[src/hw/rtl/hic_pkg.sv]
// ----------------------------------------------------------------------------
// Harmonic interval coupling package
// Widths, interval constants, item types and small helper functions shared by
// the divider cells, the interval matcher and the top level.
// ----------------------------------------------------------------------------
`default_nettype none

package hic_pkg;

  // Basic formats.
  localparam int FREQ_WIDTH      = 24;
  localparam int RATIO_FRAC_BITS = 16;
  localparam int WEIGHT_W        = 15;
  localparam int CLASS_W         = 3;
  localparam int Q15_W           = 16;

  // Full quotient of (f2 << RATIO_FRAC_BITS) / f1, one bit per divider cell.
  localparam int QUOT_W  = FREQ_WIDTH + RATIO_FRAC_BITS;
  // Ratios of 4.0 and above can never match; the ratio is truncated to this width.
  localparam int RATIO_W = RATIO_FRAC_BITS + 2;
  // Deviation values for every interval target fit in this width.
  localparam int DEV_W   = RATIO_FRAC_BITS + 3;
  // Every tolerance span is below 1/64 of unity.
  localparam int SPAN_W  = RATIO_FRAC_BITS - 6;

  // Reciprocal multiplication for the divisions by three and by five.
  localparam int RCP_SHIFT = RATIO_FRAC_BITS + 8;
  localparam int RCP_W     = RCP_SHIFT - 1;
  localparam int PROD_W    = RATIO_FRAC_BITS + 4 + RCP_W;
  localparam logic [RCP_W-1:0] RCP3 =
    RCP_W'(((64'd1 << RCP_SHIFT) + 64'd2) / 64'd3);
  localparam logic [RCP_W-1:0] RCP5 =
    RCP_W'(((64'd1 << RCP_SHIFT) + 64'd4) / 64'd5);

  // Interval classes.
  localparam logic [CLASS_W-1:0] CLS_NONE   = 3'd0;
  localparam logic [CLASS_W-1:0] CLS_UNISON = 3'd1;
  localparam logic [CLASS_W-1:0] CLS_OCTAVE = 3'd2;
  localparam logic [CLASS_W-1:0] CLS_FIFTH  = 3'd3;
  localparam logic [CLASS_W-1:0] CLS_THIRD  = 3'd4;

  // Tolerances in Q30.
  localparam logic [63:0] TOL_UNI = 64'd1079948052;
  localparam logic [63:0] TOL_OCT = 64'd1083061903;
  localparam logic [63:0] TOL_FIF = 64'd1086186498;
  localparam logic [63:0] TOL_THD = 64'd1089321818;

  localparam logic [63:0] ONE_L   = 64'd1 << RATIO_FRAC_BITS;
  localparam logic [63:0] HALF_HI = 64'd1 << (29 - RATIO_FRAC_BITS);
  localparam int          HI_SH   = 30 - RATIO_FRAC_BITS;
  localparam logic [63:0] LO_NUM  = 64'd1 << (RATIO_FRAC_BITS + 30);

  // Upper edges: tolerance rounded to the ratio format.
  localparam logic [63:0] HI_UNI_L = (TOL_UNI + HALF_HI) >> HI_SH;
  localparam logic [63:0] HI_OCT_L = (TOL_OCT + HALF_HI) >> HI_SH;
  localparam logic [63:0] HI_FIF_L = (TOL_FIF + HALF_HI) >> HI_SH;
  localparam logic [63:0] HI_THD_L = (TOL_THD + HALF_HI) >> HI_SH;

  // Lower edges: reciprocal of the tolerance, rounded.
  localparam logic [63:0] LO_UNI_L = (LO_NUM + TOL_UNI / 64'd2) / TOL_UNI;
  localparam logic [63:0] LO_OCT_L = (LO_NUM + TOL_OCT / 64'd2) / TOL_OCT;
  localparam logic [63:0] LO_FIF_L = (LO_NUM + TOL_FIF / 64'd2) / TOL_FIF;
  localparam logic [63:0] LO_THD_L = (LO_NUM + TOL_THD / 64'd2) / TOL_THD;

  localparam logic [DEV_W-1:0] DEV_ONE = DEV_W'(ONE_L);

  localparam logic [DEV_W-1:0] HI_UNI = DEV_W'(HI_UNI_L);
  localparam logic [DEV_W-1:0] HI_OCT = DEV_W'(HI_OCT_L);
  localparam logic [DEV_W-1:0] HI_FIF = DEV_W'(HI_FIF_L);
  localparam logic [DEV_W-1:0] HI_THD = DEV_W'(HI_THD_L);

  localparam logic [DEV_W-1:0] LO_UNI = DEV_W'(LO_UNI_L);
  localparam logic [DEV_W-1:0] LO_OCT = DEV_W'(LO_OCT_L);
  localparam logic [DEV_W-1:0] LO_FIF = DEV_W'(LO_FIF_L);
  localparam logic [DEV_W-1:0] LO_THD = DEV_W'(LO_THD_L);

  localparam logic [SPAN_W-1:0] SPAN_UNI = SPAN_W'(HI_UNI_L - ONE_L);
  localparam logic [SPAN_W-1:0] SPAN_OCT = SPAN_W'(HI_OCT_L - ONE_L);
  localparam logic [SPAN_W-1:0] SPAN_FIF = SPAN_W'(HI_FIF_L - ONE_L);
  localparam logic [SPAN_W-1:0] SPAN_THD = SPAN_W'(HI_THD_L - ONE_L);

  // Class scales in Q15, and unity in Q15.
  localparam logic [WEIGHT_W-1:0] SCALE_UNI = 15'd29491;
  localparam logic [WEIGHT_W-1:0] SCALE_OCT = 15'd22938;
  localparam logic [WEIGHT_W-1:0] SCALE_FIF = 15'd16384;
  localparam logic [WEIGHT_W-1:0] SCALE_THD = 15'd9830;
  localparam logic [Q15_W-1:0]    Q15_ONE   = 16'h8000;

  // Channel items.
  typedef struct packed {
    logic [FREQ_WIDTH-1:0] first_frequency;
    logic [FREQ_WIDTH-1:0] second_frequency;
  } in_item_t;

  typedef struct packed {
    logic [WEIGHT_W-1:0] coupling_weight;
    logic [CLASS_W-1:0]  interval_class;
  } out_item_t;

  // Ratio divider cell contents: partial remainder, shared dividend/quotient
  // word and divisor.
  typedef struct packed {
    logic [FREQ_WIDTH-1:0] rem;
    logic [QUOT_W-1:0]     dq;
    logic [FREQ_WIDTH-1:0] dvs;
  } rdiv_t;

  // Result of testing one deviation against one interval target.
  typedef struct packed {
    logic              ok;
    logic [SPAN_W-1:0] diff;
  } side_t;

  // Weight divider cell contents.
  typedef struct packed {
    logic [CLASS_W-1:0] cls;
    logic [SPAN_W:0]    rem;
    logic [Q15_W-1:0]   q;
  } wdiv_t;

  function automatic side_t side_test(input logic [DEV_W-1:0]  dev,
                                      input logic [DEV_W-1:0]  lo,
                                      input logic [DEV_W-1:0]  hi,
                                      input logic [SPAN_W-1:0] span);
    logic [DEV_W-1:0] diff;
    side_t            res;
    diff     = (dev >= DEV_ONE) ? dev - DEV_ONE : DEV_ONE - dev;
    res.ok   = (dev >= lo) && (dev <= hi) && (diff < DEV_W'(span));
    res.diff = diff[SPAN_W-1:0];
    return res;
  endfunction

  // The nearer of two matched sides gives the larger weight.
  function automatic side_t side_min(input side_t a, input side_t b);
    side_t res;
    res.ok = a.ok | b.ok;
    if (a.ok && b.ok) begin
      res.diff = (a.diff <= b.diff) ? a.diff : b.diff;
    end else if (a.ok) begin
      res.diff = a.diff;
    end else begin
      res.diff = b.diff;
    end
    return res;
  endfunction

  function automatic logic [SPAN_W-1:0] span_of(input logic [CLASS_W-1:0] cls);
    logic [SPAN_W-1:0] span;
    case (cls)
      CLS_UNISON: span = SPAN_UNI;
      CLS_OCTAVE: span = SPAN_OCT;
      CLS_FIFTH:  span = SPAN_FIF;
      CLS_THIRD:  span = SPAN_THD;
      default:    span = SPAN_W'(1);
    endcase
    return span;
  endfunction

  function automatic logic [WEIGHT_W-1:0] scale_of(input logic [CLASS_W-1:0] cls);
    logic [WEIGHT_W-1:0] scale;
    case (cls)
      CLS_UNISON: scale = SCALE_UNI;
      CLS_OCTAVE: scale = SCALE_OCT;
      CLS_FIFTH:  scale = SCALE_FIF;
      CLS_THIRD:  scale = SCALE_THD;
      default:    scale = '0;
    endcase
    return scale;
  endfunction

endpackage

`default_nettype wire

[src/hw/rtl/hic_match.sv]
// ----------------------------------------------------------------------------
// Interval matcher
// Turns the ratio into deviations for every interval target, tests them
// against the tolerance bands and picks the winning class by priority.
// ----------------------------------------------------------------------------
`default_nettype none

module hic_match import hic_pkg::*; (
  input  logic              clk,
  input  logic              rst_n,
  input  logic              en,
  input  logic              quot_valid,
  input  logic [QUOT_W-1:0] quot,
  output logic              match_valid,
  output wdiv_t             match_data
);

  // Deviation stage, holding the reciprocal products.
  logic              p_valid_r;
  logic              p_ovf_r;
  logic [DEV_W-1:0]  p_uni_r;
  logic [DEV_W-1:0]  p_oct_dn_r;
  logic [DEV_W-1:0]  p_oct_up_r;
  logic [DEV_W-1:0]  p_fif_dn_r;
  logic [DEV_W-1:0]  p_thd_dn_r;
  logic [PROD_W-1:0] p_prod3_r;
  logic [PROD_W-1:0] p_prod5_r;

  // Side test stage.
  logic  s_valid_r;
  side_t s_uni_r;
  side_t s_oct_dn_r;
  side_t s_oct_up_r;
  side_t s_fif_dn_r;
  side_t s_fif_up_r;
  side_t s_thd_dn_r;
  side_t s_thd_up_r;

  // Selection stage.
  logic  c_valid_r;
  wdiv_t c_data_r;
  wdiv_t c_data_nxt;

  logic [RATIO_W-1:0] ratio;
  logic               ovf;
  logic [DEV_W:0]     ratio3;
  logic [DEV_W+1:0]   ratio5;
  logic [DEV_W-1:0]   x3;
  logic [DEV_W:0]     x5;
  logic [DEV_W-1:0]   fif_up;
  logic [DEV_W-1:0]   thd_up;
  side_t              t_uni;
  side_t              t_oct_dn;
  side_t              t_oct_up;
  side_t              t_fif_dn;
  side_t              t_fif_up;
  side_t              t_thd_dn;
  side_t              t_thd_up;
  side_t              oct_best;
  side_t              fif_best;
  side_t              thd_best;

  always_comb begin
    ovf    = |quot[QUOT_W-1:RATIO_W];
    ratio  = quot[RATIO_W-1:0];
    ratio3 = (DEV_W+1)'({ratio, 1'b0}) + (DEV_W+1)'(ratio);
    ratio5 = (DEV_W+2)'({ratio, 2'b00}) + (DEV_W+2)'(ratio);
    x3     = {ratio, 1'b0};
    x5     = {ratio, 2'b00};
  end

  always_ff @(posedge clk) begin
    if (!rst_n) begin
      p_valid_r <= 1'b0;
      s_valid_r <= 1'b0;
      c_valid_r <= 1'b0;
    end else if (en) begin
      p_valid_r <= quot_valid;
      s_valid_r <= p_valid_r;
      c_valid_r <= s_valid_r;
    end
  end

  always_ff @(posedge clk) begin
    if (en) begin
      p_ovf_r    <= ovf;
      p_uni_r    <= DEV_W'(ratio);
      p_oct_dn_r <= {ratio, 1'b0};
      p_oct_up_r <= DEV_W'(ratio >> 1);
      p_fif_dn_r <= ratio3[DEV_W:1];
      p_thd_dn_r <= ratio5[DEV_W+1:2];
      p_prod3_r  <= PROD_W'(x3) * PROD_W'(RCP3);
      p_prod5_r  <= PROD_W'(x5) * PROD_W'(RCP5);
    end
  end

  // Dividing by three and by five through the reciprocal products.
  assign fif_up = DEV_W'(p_prod3_r >> RCP_SHIFT);
  assign thd_up = DEV_W'(p_prod5_r >> RCP_SHIFT);

  // A ratio of four or more cannot lie in any band.
  always_comb begin
    t_uni    = side_test(p_uni_r,    LO_UNI, HI_UNI, SPAN_UNI);
    t_oct_dn = side_test(p_oct_dn_r, LO_OCT, HI_OCT, SPAN_OCT);
    t_oct_up = side_test(p_oct_up_r, LO_OCT, HI_OCT, SPAN_OCT);
    t_fif_dn = side_test(p_fif_dn_r, LO_FIF, HI_FIF, SPAN_FIF);
    t_fif_up = side_test(fif_up,     LO_FIF, HI_FIF, SPAN_FIF);
    t_thd_dn = side_test(p_thd_dn_r, LO_THD, HI_THD, SPAN_THD);
    t_thd_up = side_test(thd_up,     LO_THD, HI_THD, SPAN_THD);
    if (p_ovf_r) begin
      t_uni.ok    = 1'b0;
      t_oct_dn.ok = 1'b0;
      t_oct_up.ok = 1'b0;
      t_fif_dn.ok = 1'b0;
      t_fif_up.ok = 1'b0;
      t_thd_dn.ok = 1'b0;
      t_thd_up.ok = 1'b0;
    end
  end

  always_ff @(posedge clk) begin
    if (en) begin
      s_uni_r    <= t_uni;
      s_oct_dn_r <= t_oct_dn;
      s_oct_up_r <= t_oct_up;
      s_fif_dn_r <= t_fif_dn;
      s_fif_up_r <= t_fif_up;
      s_thd_dn_r <= t_thd_dn;
      s_thd_up_r <= t_thd_up;
    end
  end

  always_comb begin
    oct_best = side_min(s_oct_dn_r, s_oct_up_r);
    fif_best = side_min(s_fif_dn_r, s_fif_up_r);
    thd_best = side_min(s_thd_dn_r, s_thd_up_r);
    c_data_nxt.q = '0;
    if (s_uni_r.ok) begin
      c_data_nxt.cls = CLS_UNISON;
      c_data_nxt.rem = {1'b0, s_uni_r.diff};
    end else if (oct_best.ok) begin
      c_data_nxt.cls = CLS_OCTAVE;
      c_data_nxt.rem = {1'b0, oct_best.diff};
    end else if (fif_best.ok) begin
      c_data_nxt.cls = CLS_FIFTH;
      c_data_nxt.rem = {1'b0, fif_best.diff};
    end else if (thd_best.ok) begin
      c_data_nxt.cls = CLS_THIRD;
      c_data_nxt.rem = {1'b0, thd_best.diff};
    end else begin
      c_data_nxt.cls = CLS_NONE;
      c_data_nxt.rem = '0;
    end
  end

  always_ff @(posedge clk) begin
    if (en) begin
      c_data_r <= c_data_nxt;
    end
  end

  assign match_valid = c_valid_r;
  assign match_data  = c_data_r;

endmodule

`default_nettype wire

[config.mk]
export PLATFORM = sky130hd
export DESIGN_NAME = hic_match
export DESIGN_NICKNAME = d
export VERILOG_FILES = /design/src/hw/rtl/hic_pkg.sv /design/src/hw/rtl/hic_match.sv
export SDC_FILE = /design/constraint.sdc
export NUM_CORES = 1
export LEC_CHECK = 0
export ABC_AREA = 0
export BUFFER_PORTS_ARGS = -buffer_cell sky130_fd_sc_hd__clkbuf_2
export CELL_PAD_IN_SITES_DETAIL_PLACEMENT = 0
export CELL_PAD_IN_SITES_GLOBAL_PLACEMENT = 1
export CORE_UTILIZATION = 46
export DETAILED_ROUTE_END_ITERATION = 16
export GPL_TIMING_DRIVEN = 0
export PLACE_DENSITY_LB_ADDON = 0.1
export SLEW_MARGIN = 5
export SYNTH_ARGS = -nofsm -noshare
export SYNTH_HDL_FRONTEND = slang
export SYNTH_SLANG_ARGS = --single-unit
[constraint.sdc]
create_clock -name clk -period 6.6 [get_ports clk]
set_input_delay 0.99 -clock clk [delete_from_list [all_inputs] [get_ports clk]]
set_output_delay 0.99 -clock clk [all_outputs]
set_load 0.05 [all_outputs]
# Yosys cells after proc, flatten, opt, wreduce, memory -nomap -nowiden
# Index checks and enable logic that the tools add are counted.
totals:
  reg_bits: 246
  inputBits: 44
  output_inout_bits: 31
  elab_cells: 119
classes:
  addsub: 16
  n_mul: 2
  magnitude_cmp: 31
  mux: 20
  n_bitwise: 3
  n_reduce_logical: 19
op_table:
  columns: ["op", "n"]
  rows:
  - ["$mux W19", 7]
  - ["$lt A19 B10 Y1 const B", 6]
  - ["$mux W10", 10]
  - ["$ge A19 B16 Y1 const B", 3]
  - ["$ge A19 B17 Y1 const B", 3]
  - ["$le A19 B17 Y1 const B", 3]
  - ["$sub A17 B18 Y19 const A", 3]
  - ["$sub A17 B19 Y19 const A", 3]
  - ["$sub A18 B17 Y19 const B", 3]
  - ["$sub A19 B17 Y19 const B", 3]
  - ["$ge A18 B16 Y1 const B", 3]
  - ["$ge A18 B17 Y1 const B", 3]
  - ["$le A18 B17 Y1 const B", 3]
  - ["$mul A18 B22 Y40 const B", 1]
  - ["$mul A18 B20 Y38 const B", 1]
  - ["$le A10 B10 Y1", 3]
  - ["$mux W13", 2]
  - ["$reduce_or A22 Y1", 1]
  - ["$add A20 B18 Y21", 1]
  - ["$add A19 B18 Y20", 1]
  - ["$lt A19 B9 Y1 const B", 1]
  - ["$sub A17 B17 Y18 const A", 1]
  - ["$sub A17 B17 Y18 const B", 1]
  - ["$ge A17 B16 Y1 const B", 1]
  - ["6 further kinds", 24]

# Depth between registers and ports, before layout
# Gate-level depths: netlist of run 1.
depth:
  ltp_word: 7
  depth_mapped: 22
  depth_no_buf: 22

# Worst setup path before layout of run 1
# Ideal clock, no wire load.
synth_timing:
  kind: "input-to-reg"
  startpoint: "input port quot[7]"
  endpoint: "register p_prod5_r[41] (data pin)"
  setup_time_ns: 0.271
  arrival_ns: 6.320
  required_time_ns: 6.329
  path_slack_ns: 0.009
  stages: 20
  path_buffers: 0
  cell_sequence: "inv_1 > ha_1 > inv_1 > fa_1 > fa_1 > inv_1 > fa_1 > fa_1 > fa_1 > inv_1 > ha_1 > a21oi_1 > o31ai_1 > a21o_1 > and4_1 > a22oi_1 > a21oi_1 > and4_1 > a2111oi_0 > xnor2_1"
synth_via:
  elab_chain_len: 1
synth_rtl:
  columns: ["element", "line_no", "text"]
  rows:
  - ["start, declared", "hic_match.sv:13", "input logic [QUOT_W-1:0] quot,"]
  - ["$mul A18 B20 Y38", "hic_match.sv:93", "p_prod5_r <= PROD_W'(x5) * PROD_W'(RCP5);"]
  - ["end signal, assigned", "hic_match.sv:93", null]
  - ["end, declared", "hic_match.sv:27", "logic [PROD_W-1:0] p_prod5_r;"]
# Every way passes these cells.
# A chain may end at the register's enable or synchronous reset.

# Worst setup path after layout of run 1
layout_timing:
  startpoint: "input port quot[11]"
  endpoint: "register p_prod5_r[41] (data pin)"
# Same word-level chain as after synthesis.

==> results.yml, run 1 <==
die:
  num_rows: 78
  io_pins: 75
  dieArea_sq_um: 47100
  initial_core_util_pct: 46.8
  core-area_sq_um: 45500
  die_h_microns: 217
  dieWidth_microns: 217
grt:
  grt-ovfl-total: 0
  grt_max_degree: 106
  grt_pass1_vias: 15500
  antenna_found_initial: 3
  grt_usage_pct: 23.6
  grt_pass1_wl_microns: 85900
sta:
  worstMarginPinSlew_ps: 1200
  finalCriticalPeriod_ps: 6440
  drv_slew: 0
  slew_headroom_pct: 19.3
  period_share_pct: 97.5
  skew_ps: 16.7
  fmax_ghz: 0.155
  setup_violations: 0
  hold_viol_final: 0
cts:
  cts_root_buf: "clkbuf_16"
  hold_buffers: 0
  clkTransAtPathRegs_ps: 60
  numCtsBuffers: 17
  clock_latency_ps: 450
  cts_buffer_depth: 2
  tritoncts: "yes"
  cts_sinks: 184
  htree_levels: 4
worst_setup_path:
  critPathArrivalTime_ps: 6610
  cp-end-kind: "flop"
  worstPathCellList: "buf_2 -> ha_1 -> inv_2 -> fa_2 -> fa_2 -> fa_1 -> inv_1 -> fa_1 -> fa_1 -> inv_1 -> ha_1 -> nand2_1 -> o21ai_0 -> a21o_1 -> and4_1 -> a22oi_2 -> a21oi_2 -> and4_1 -> a2111oi_4 -> xnor2_1"
  cpMostUsedCell: "fa_1"
  slowest_delay_ps: 570
  cp_slowest_cell: "fa_1"
  cp_max_fo: 8
  required_ps: 6780
  cp-start-kind: "primary input"
  worstSetupPathType: "primary input to flop"
logic_synthesis:
  synth_area_leader_cell: "edfxtp_1"
  syn_inst: 2141
  yosysUniqueCellTypes: 87
  yosys.area.top_type_share_pct: 25.5
  synth_area_per_cell_sq_um: 9.94
  ys_seq_elements: 184
  synth_warnings: 0
  ys_seq_area_share_pct: 25.8
  async_reset_ff_share_pct: 0
  synth_edf_count: 181
  synth.cell_area_sq_um: 21300
  synth_ff_type: "edfxtp_1"
  netlist_top_cells_area: "edfxtp_1 26%, ha_1 19%, fa_1 18%"
placed_design:
  hpwl_microns: 45000
  port_buffers: 57
  gp_congestion: 0.917
  place_area_sq_um: 22400
finish:
  multi_input_area_sq_um: 14200
  stdcell_area_sq_um: 23400
  layout-drive-gt1-share_pct: 9.39
  fillers: 4194
  syn_to_final_growth_pct: 10.1
  register_area_sq_um: 5500
  final_core_util_pct: 51.5
  final_nets: 2813
routing:
  routed_via_density: 5.33
  drtIter0Drc: 876
  wire_per_inst_microns: 18.5
  finalWirelength_microns: 53100
  ant_nets: 0
  vias: 15300
  drcViolationCount: 0
  drt-pass1-iter-count: 6
pwr:
  peakVddDrop_uv: 659
  leakagePower_nw: 10.8
  powerDensity_nw_per_um2: 485
run:
  max_cap_violations: 0
min_path:
  hold_path.class: "flop to flop"
status:
  run_status: "complete, no violations"
state kept, by name, summed over array words and instances, names as in the netlist, 9 cells and up:
name / count
s_fif_dn_r: 11
p_oct_up_r: 16
s_oct_up_r: 11
s_uni_r: 11
s_thd_up_r: 11
match_data: 13
p_fif_dn_r: 19
s_oct_dn_r: 9
p_thd_dn_r: 19
p_prod3_r: 18
p_prod5_r: 20
s_fif_up_r: 11
s_thd_dn_r: 11
worst max-delay path, delay by kind of cell:
kind | cells | cell delay (ps)
adders and majority gates | 7 | 3300
xor gates and xnor gates | 1 | 140
AOI/OAI and AO/OA | 5 | 1070
and+or+nand+nor | 3 | 560
buffers and inverters | 4 | 510
logic make-up after synthesis:
family | after synthesis | synth area share, %
xor+xnor | 135 | 5.56
fa+ha+maj | 513 | 37.1
other cells | 1 | 0.0176
flops | 184 | 25.8
compound gates | 367 | 11.5
buf+inv | 477 | 8.89
mux | 7 | 0.341
simple gates | 457 | 10.8
placed cells by master (no fill, tap or decap), types with 7 or more instances in the layout:
cell type	n
nor3_1	52
nand2b_1	13
nand2_1	104
clkbuf_2	46
o21ai_0	76
xor2_1	50
nand4_1	27
nor2_1	120
a21oi_1	94
and3_1	8
edfxtp_1	181
a22oi_1	15
o31ai_1	11
fa_1	190
a211oi_1	8
buf_2	8
a221o_1	9
or3_1	12
o32a_1	9
clkbuf_16	17
buf_4	42
or4_1	8
nand3_1	33
nor4_1	18
a31oi_1	18
a21o_1	31
clkinvlp_4	7
xnor2_1	83
conb_1	17
ha_4	11
a41oi_1	7
and2_1	7
a2111oi_0	8
inv_1	418
nor2b_1	19
ha_1	301
clkbuf_1	21
through the flow:
| stage | total power (W) | setup TNS, ps | setup WS [ps] | std cells | hold WS [ps] |
|---|---|---|---|---|---|
| 2_1_floorplan | 0.00767 | 0 | 9.38 | 2157 | 474 |
| 3_3_place_gp | 0.00994 | -24570 | -1310 | 2814 | 498 |
| 3_5_place_dp | 0.0100 | -24650 | -1360 | 2815 | 516 |
| 4_1_cts | 0.0111 | 0 | 4.78 | 2847 | 522 |
| 5_1_grt | 0.0126 | -109 | -58.8 | 2870 | 541 |
| 6_report | 0.0114 | 0 | 163 | 2870 | 515 |
cells in the mapped netlist (13+ instances only):
cell / number
ha_1: 318
clkbuf_1: 21
nand4_1: 27
nor2b_1: 19
nor4_1: 18
inv_1: 425
nand3_1: 34
nor3_1: 52
a22oi_1: 16
xnor2_1: 84
fa_1: 195
a21oi_1: 98
xor2_1: 51
nand2_1: 104
a31oi_1: 18
nand2b_1: 13
o21ai_0: 77
a21o_1: 31
buf_4: 19
edfxtp_1: 181
nor2_1: 120
metal layers:
layer / GRT usage (%) / vias up / part of all wire [%]
li1: - / 7536 / -
met1: 32.9 / 7402 / 48
met2: 37.8 / 274 / 47
met3: 2.52 / 76 / 2.7
met4: 9.30 / 0 / 2.9
met5: 0 / - / 0
path summary, 6_finish.rpt:
check,from,endpoint,slack (ps),cells past startpoint
worst max-delay path,quot[11],p_prod5_r[41],160,20
worst min-delay path,p_valid_r,s_valid_r,520,2
worst max register to register,p_oct_up_r[16],s_oct_dn_r[10],2840,12
worst min register to register,p_valid_r,s_valid_r,520,2
report_power, final:
part	total (W)	switching [W]	leakage [nW]	internal, W
combinational	0.00828	0.00489	8.73	0.00339
sequential	0.00217	0.000262	1.80	0.00191
clock	0.000918	0.000436	0.253	0.000481
total	0.0114	0.00559	10.8	0.00578
repair_timing:
item / CTS / global route
endpoints found under the hold margin: 0 / 0
pin swaps: 4 / 21
buffers inserted: 0 / 22
gates resized for setup: 37 / 46
endpoints found under the setup margin: 29 / 20
cell type report:
type / instances / share of cell area [%]
antenna: 1 / 0.0107
buffer: 52 / 1.27
clock buffer: 18 / 1.83
clock inverter: 14 / 0.422
inverter: 425 / 6.87
multi-input combinational: 1496 / 60.6
sequential: 184 / 23.5
tap: 600 / 3.21
timing repair buffer: 80 / 2.28
Power figures use the tool's default switching activity.
==> run 2, diff against run 1 <==
Settings changed: GPL_TIMING_DRIVEN 0 to unset.
==> results.yml, run 2 (same netlist as run 1, synthesis figures left out) <==
cts:
  hold_buffers: 0
  cts_root_buf: "clkbuf_16"
  cts_sinks: 184
  cts_setup_buffers: 0
  cts_buffer_depth: 2
  clkTransAtPathRegs_ps: 80
  clock_latency_ps: 460
  tritoncts: "yes"
  numCtsBuffers: 17
  htree_levels: 4
pwr:
  leakagePower_nw: 11.3
  powerDensity_nw_per_um2: 487
  power_w: 0.0116
  peakVddDrop_uv: 540
sta:
  hold_viol_final: 0
  skew_ps: 16.9
  whs_ps: 520
  setup_violations: 0
  rsz0062_at_grt: "false"
  slew_headroom_pct: 22.2
  finalSetupTns_ps: 0
  worstMarginPinSlew_ps: 1160
  finalCriticalPeriod_ps: 6320
  period_share_pct: 95.8
  fmax_ghz: 0.158
  drv_slew: 0
min_path:
  hold_path.class: "flop to flop"
  whs_path_depth: 2
status:
  run_status: "complete, no violations"
finish:
  max_flop_register: "p_prod5_r"
  layout-drive-gt1-share_pct: 11.8
  stdcell_area_sq_um: 23900
  final_common_cell: "inv_1"
  final_core_util_pct: 52.5
  reg.largest.list: "p_prod5_r (20), p_fif_dn_r (19), p_thd_dn_r (19)"
  final_nets: 2894
  largest_reg_flops: 20
  register_area_sq_um: 5500
  syn_to_final_growth_pct: 12.2
  fillers: 4240
  multi_input_area_sq_um: 14000
  final_cell_mix: "425 x inv_1, 318 x ha_1, 195 x fa_1, 181 x edfxtp_1, 156 x buf_4"
  n_antenna_cell: 0
placed_design:
  gp_congestion: 0.900
  place_area_sq_um: 23200
  port_buffers: 57
  hpwl_microns: 47400
worst_setup_path:
  cp_max_fo: 3
  required_ps: 6800
  cp-end-kind: "flop"
  cp-start-kind: "primary input"
  worstSetupPathType: "primary input to flop"
  critPathArrivalTime_ps: 6520
  rr_worst_depth: 9
die:
  initial_core_util_pct: 46.8
  die_h_microns: 217
  io_pins: 75
  core-area_sq_um: 45500
  num_rows: 78
  dieWidth_microns: 217
  dieArea_sq_um: 47100
routing:
  drtIter0Drc: 1045
  ant_nets: 0
  drt-pass1-iter-count: 5
  vias: 15600
  wire_per_inst_microns: 18.6
  finalWirelength_microns: 54800
  routed_via_density: 5.29
  drcViolationCount: 0
grt:
  grt_max_degree: 74
  grt_pass1_vias: 16200
  antenna_found_initial: 2
  grt_usage_pct: 24.3
  grt_pass1_wl_microns: 88300
  grt-ovfl-total: 0
run:
  max_cap_violations: 0
## run 2: changes by cell type in the layout (fill, tap and decap cells not counted), sizes merged
cell | before | now
clkbuf | 89 | 73
buf | 61 | 157
inv | 426 | 432
clkinvlp | 7 | 1
bufinv | 0 | 1
diode | 1 | 0
## run 2: where the power goes
part,switching [W],total (W),internal [W]
clock,0.000485,0.00103,0.000542
sequential,0.000315,0.00222,0.00191
combinational,0.00465,0.00838,0.00373
## run 2: final timing paths
path | startpoint | slack (ps) | end
hold reg to reg | match_valid | 520 | match_valid
setup reg to reg | p_oct_up_r[16] | 2820 | s_oct_dn_r[10]
setup / recovery | quot[7] | 280 | p_prod5_r[34]
hold / removal | match_valid | 520 | match_valid
## run 2: what timing repair did
action / 4_1_cts / 5_1_grt
setup endpoints to repair: 0 / 11
resized for setup: 0 / 5
hold endpoints to repair: 0 / 0
## run 2: final cells by class
| class | instances | area share (%) |
|---|---|---|
| Clock inverter | 15 | 0.755 |
| Tap cell | 600 | 3.14 |
| Clock buffer | 17 | 1.78 |
| Sequential cell | 184 | 23.0 |
| Inverter | 425 | 6.68 |
| Multi-Input combinational cell | 1496 | 58.5 |
| Timing Repair Buffer | 213 | 6.13 |
## run 2: through the flow
stage	instances	worst slack (ps)
after floorplan	2157	9.38
after global placement	2918	-208
after detailed placement	2918	-257
after CTS	2950	194
after global routing	2950	7.41
final	2950	279
## run 2: critical path, stage by stage
cell and delay (ps):
clkbuf_2 110, inv_1 60, ha_1 290, inv_1 70
fa_1 530, fa_1 550, inv_1 60, fa_1 500
fa_1 530, fa_1 560, inv_1 40, ha_1 310
buf_4 130, nand2_1 60, o31ai_1 290, a21o_1 190
and4_1 210, a22oi_2 80, buf_4 150, o21a_1 190
o21bai_1 240, buf_4 170, a21oi_1 70, xnor2_1 130
## run 2: routing by layer
layer,vias to the layer above,global-route usage (%),part of all wire (%)
met5,-,0,0
met4,0,7.82,2.7
met3,76,2.05,2.2
met2,275,41.3,49
met1,7580,32.8,46
li1,7684,-,-
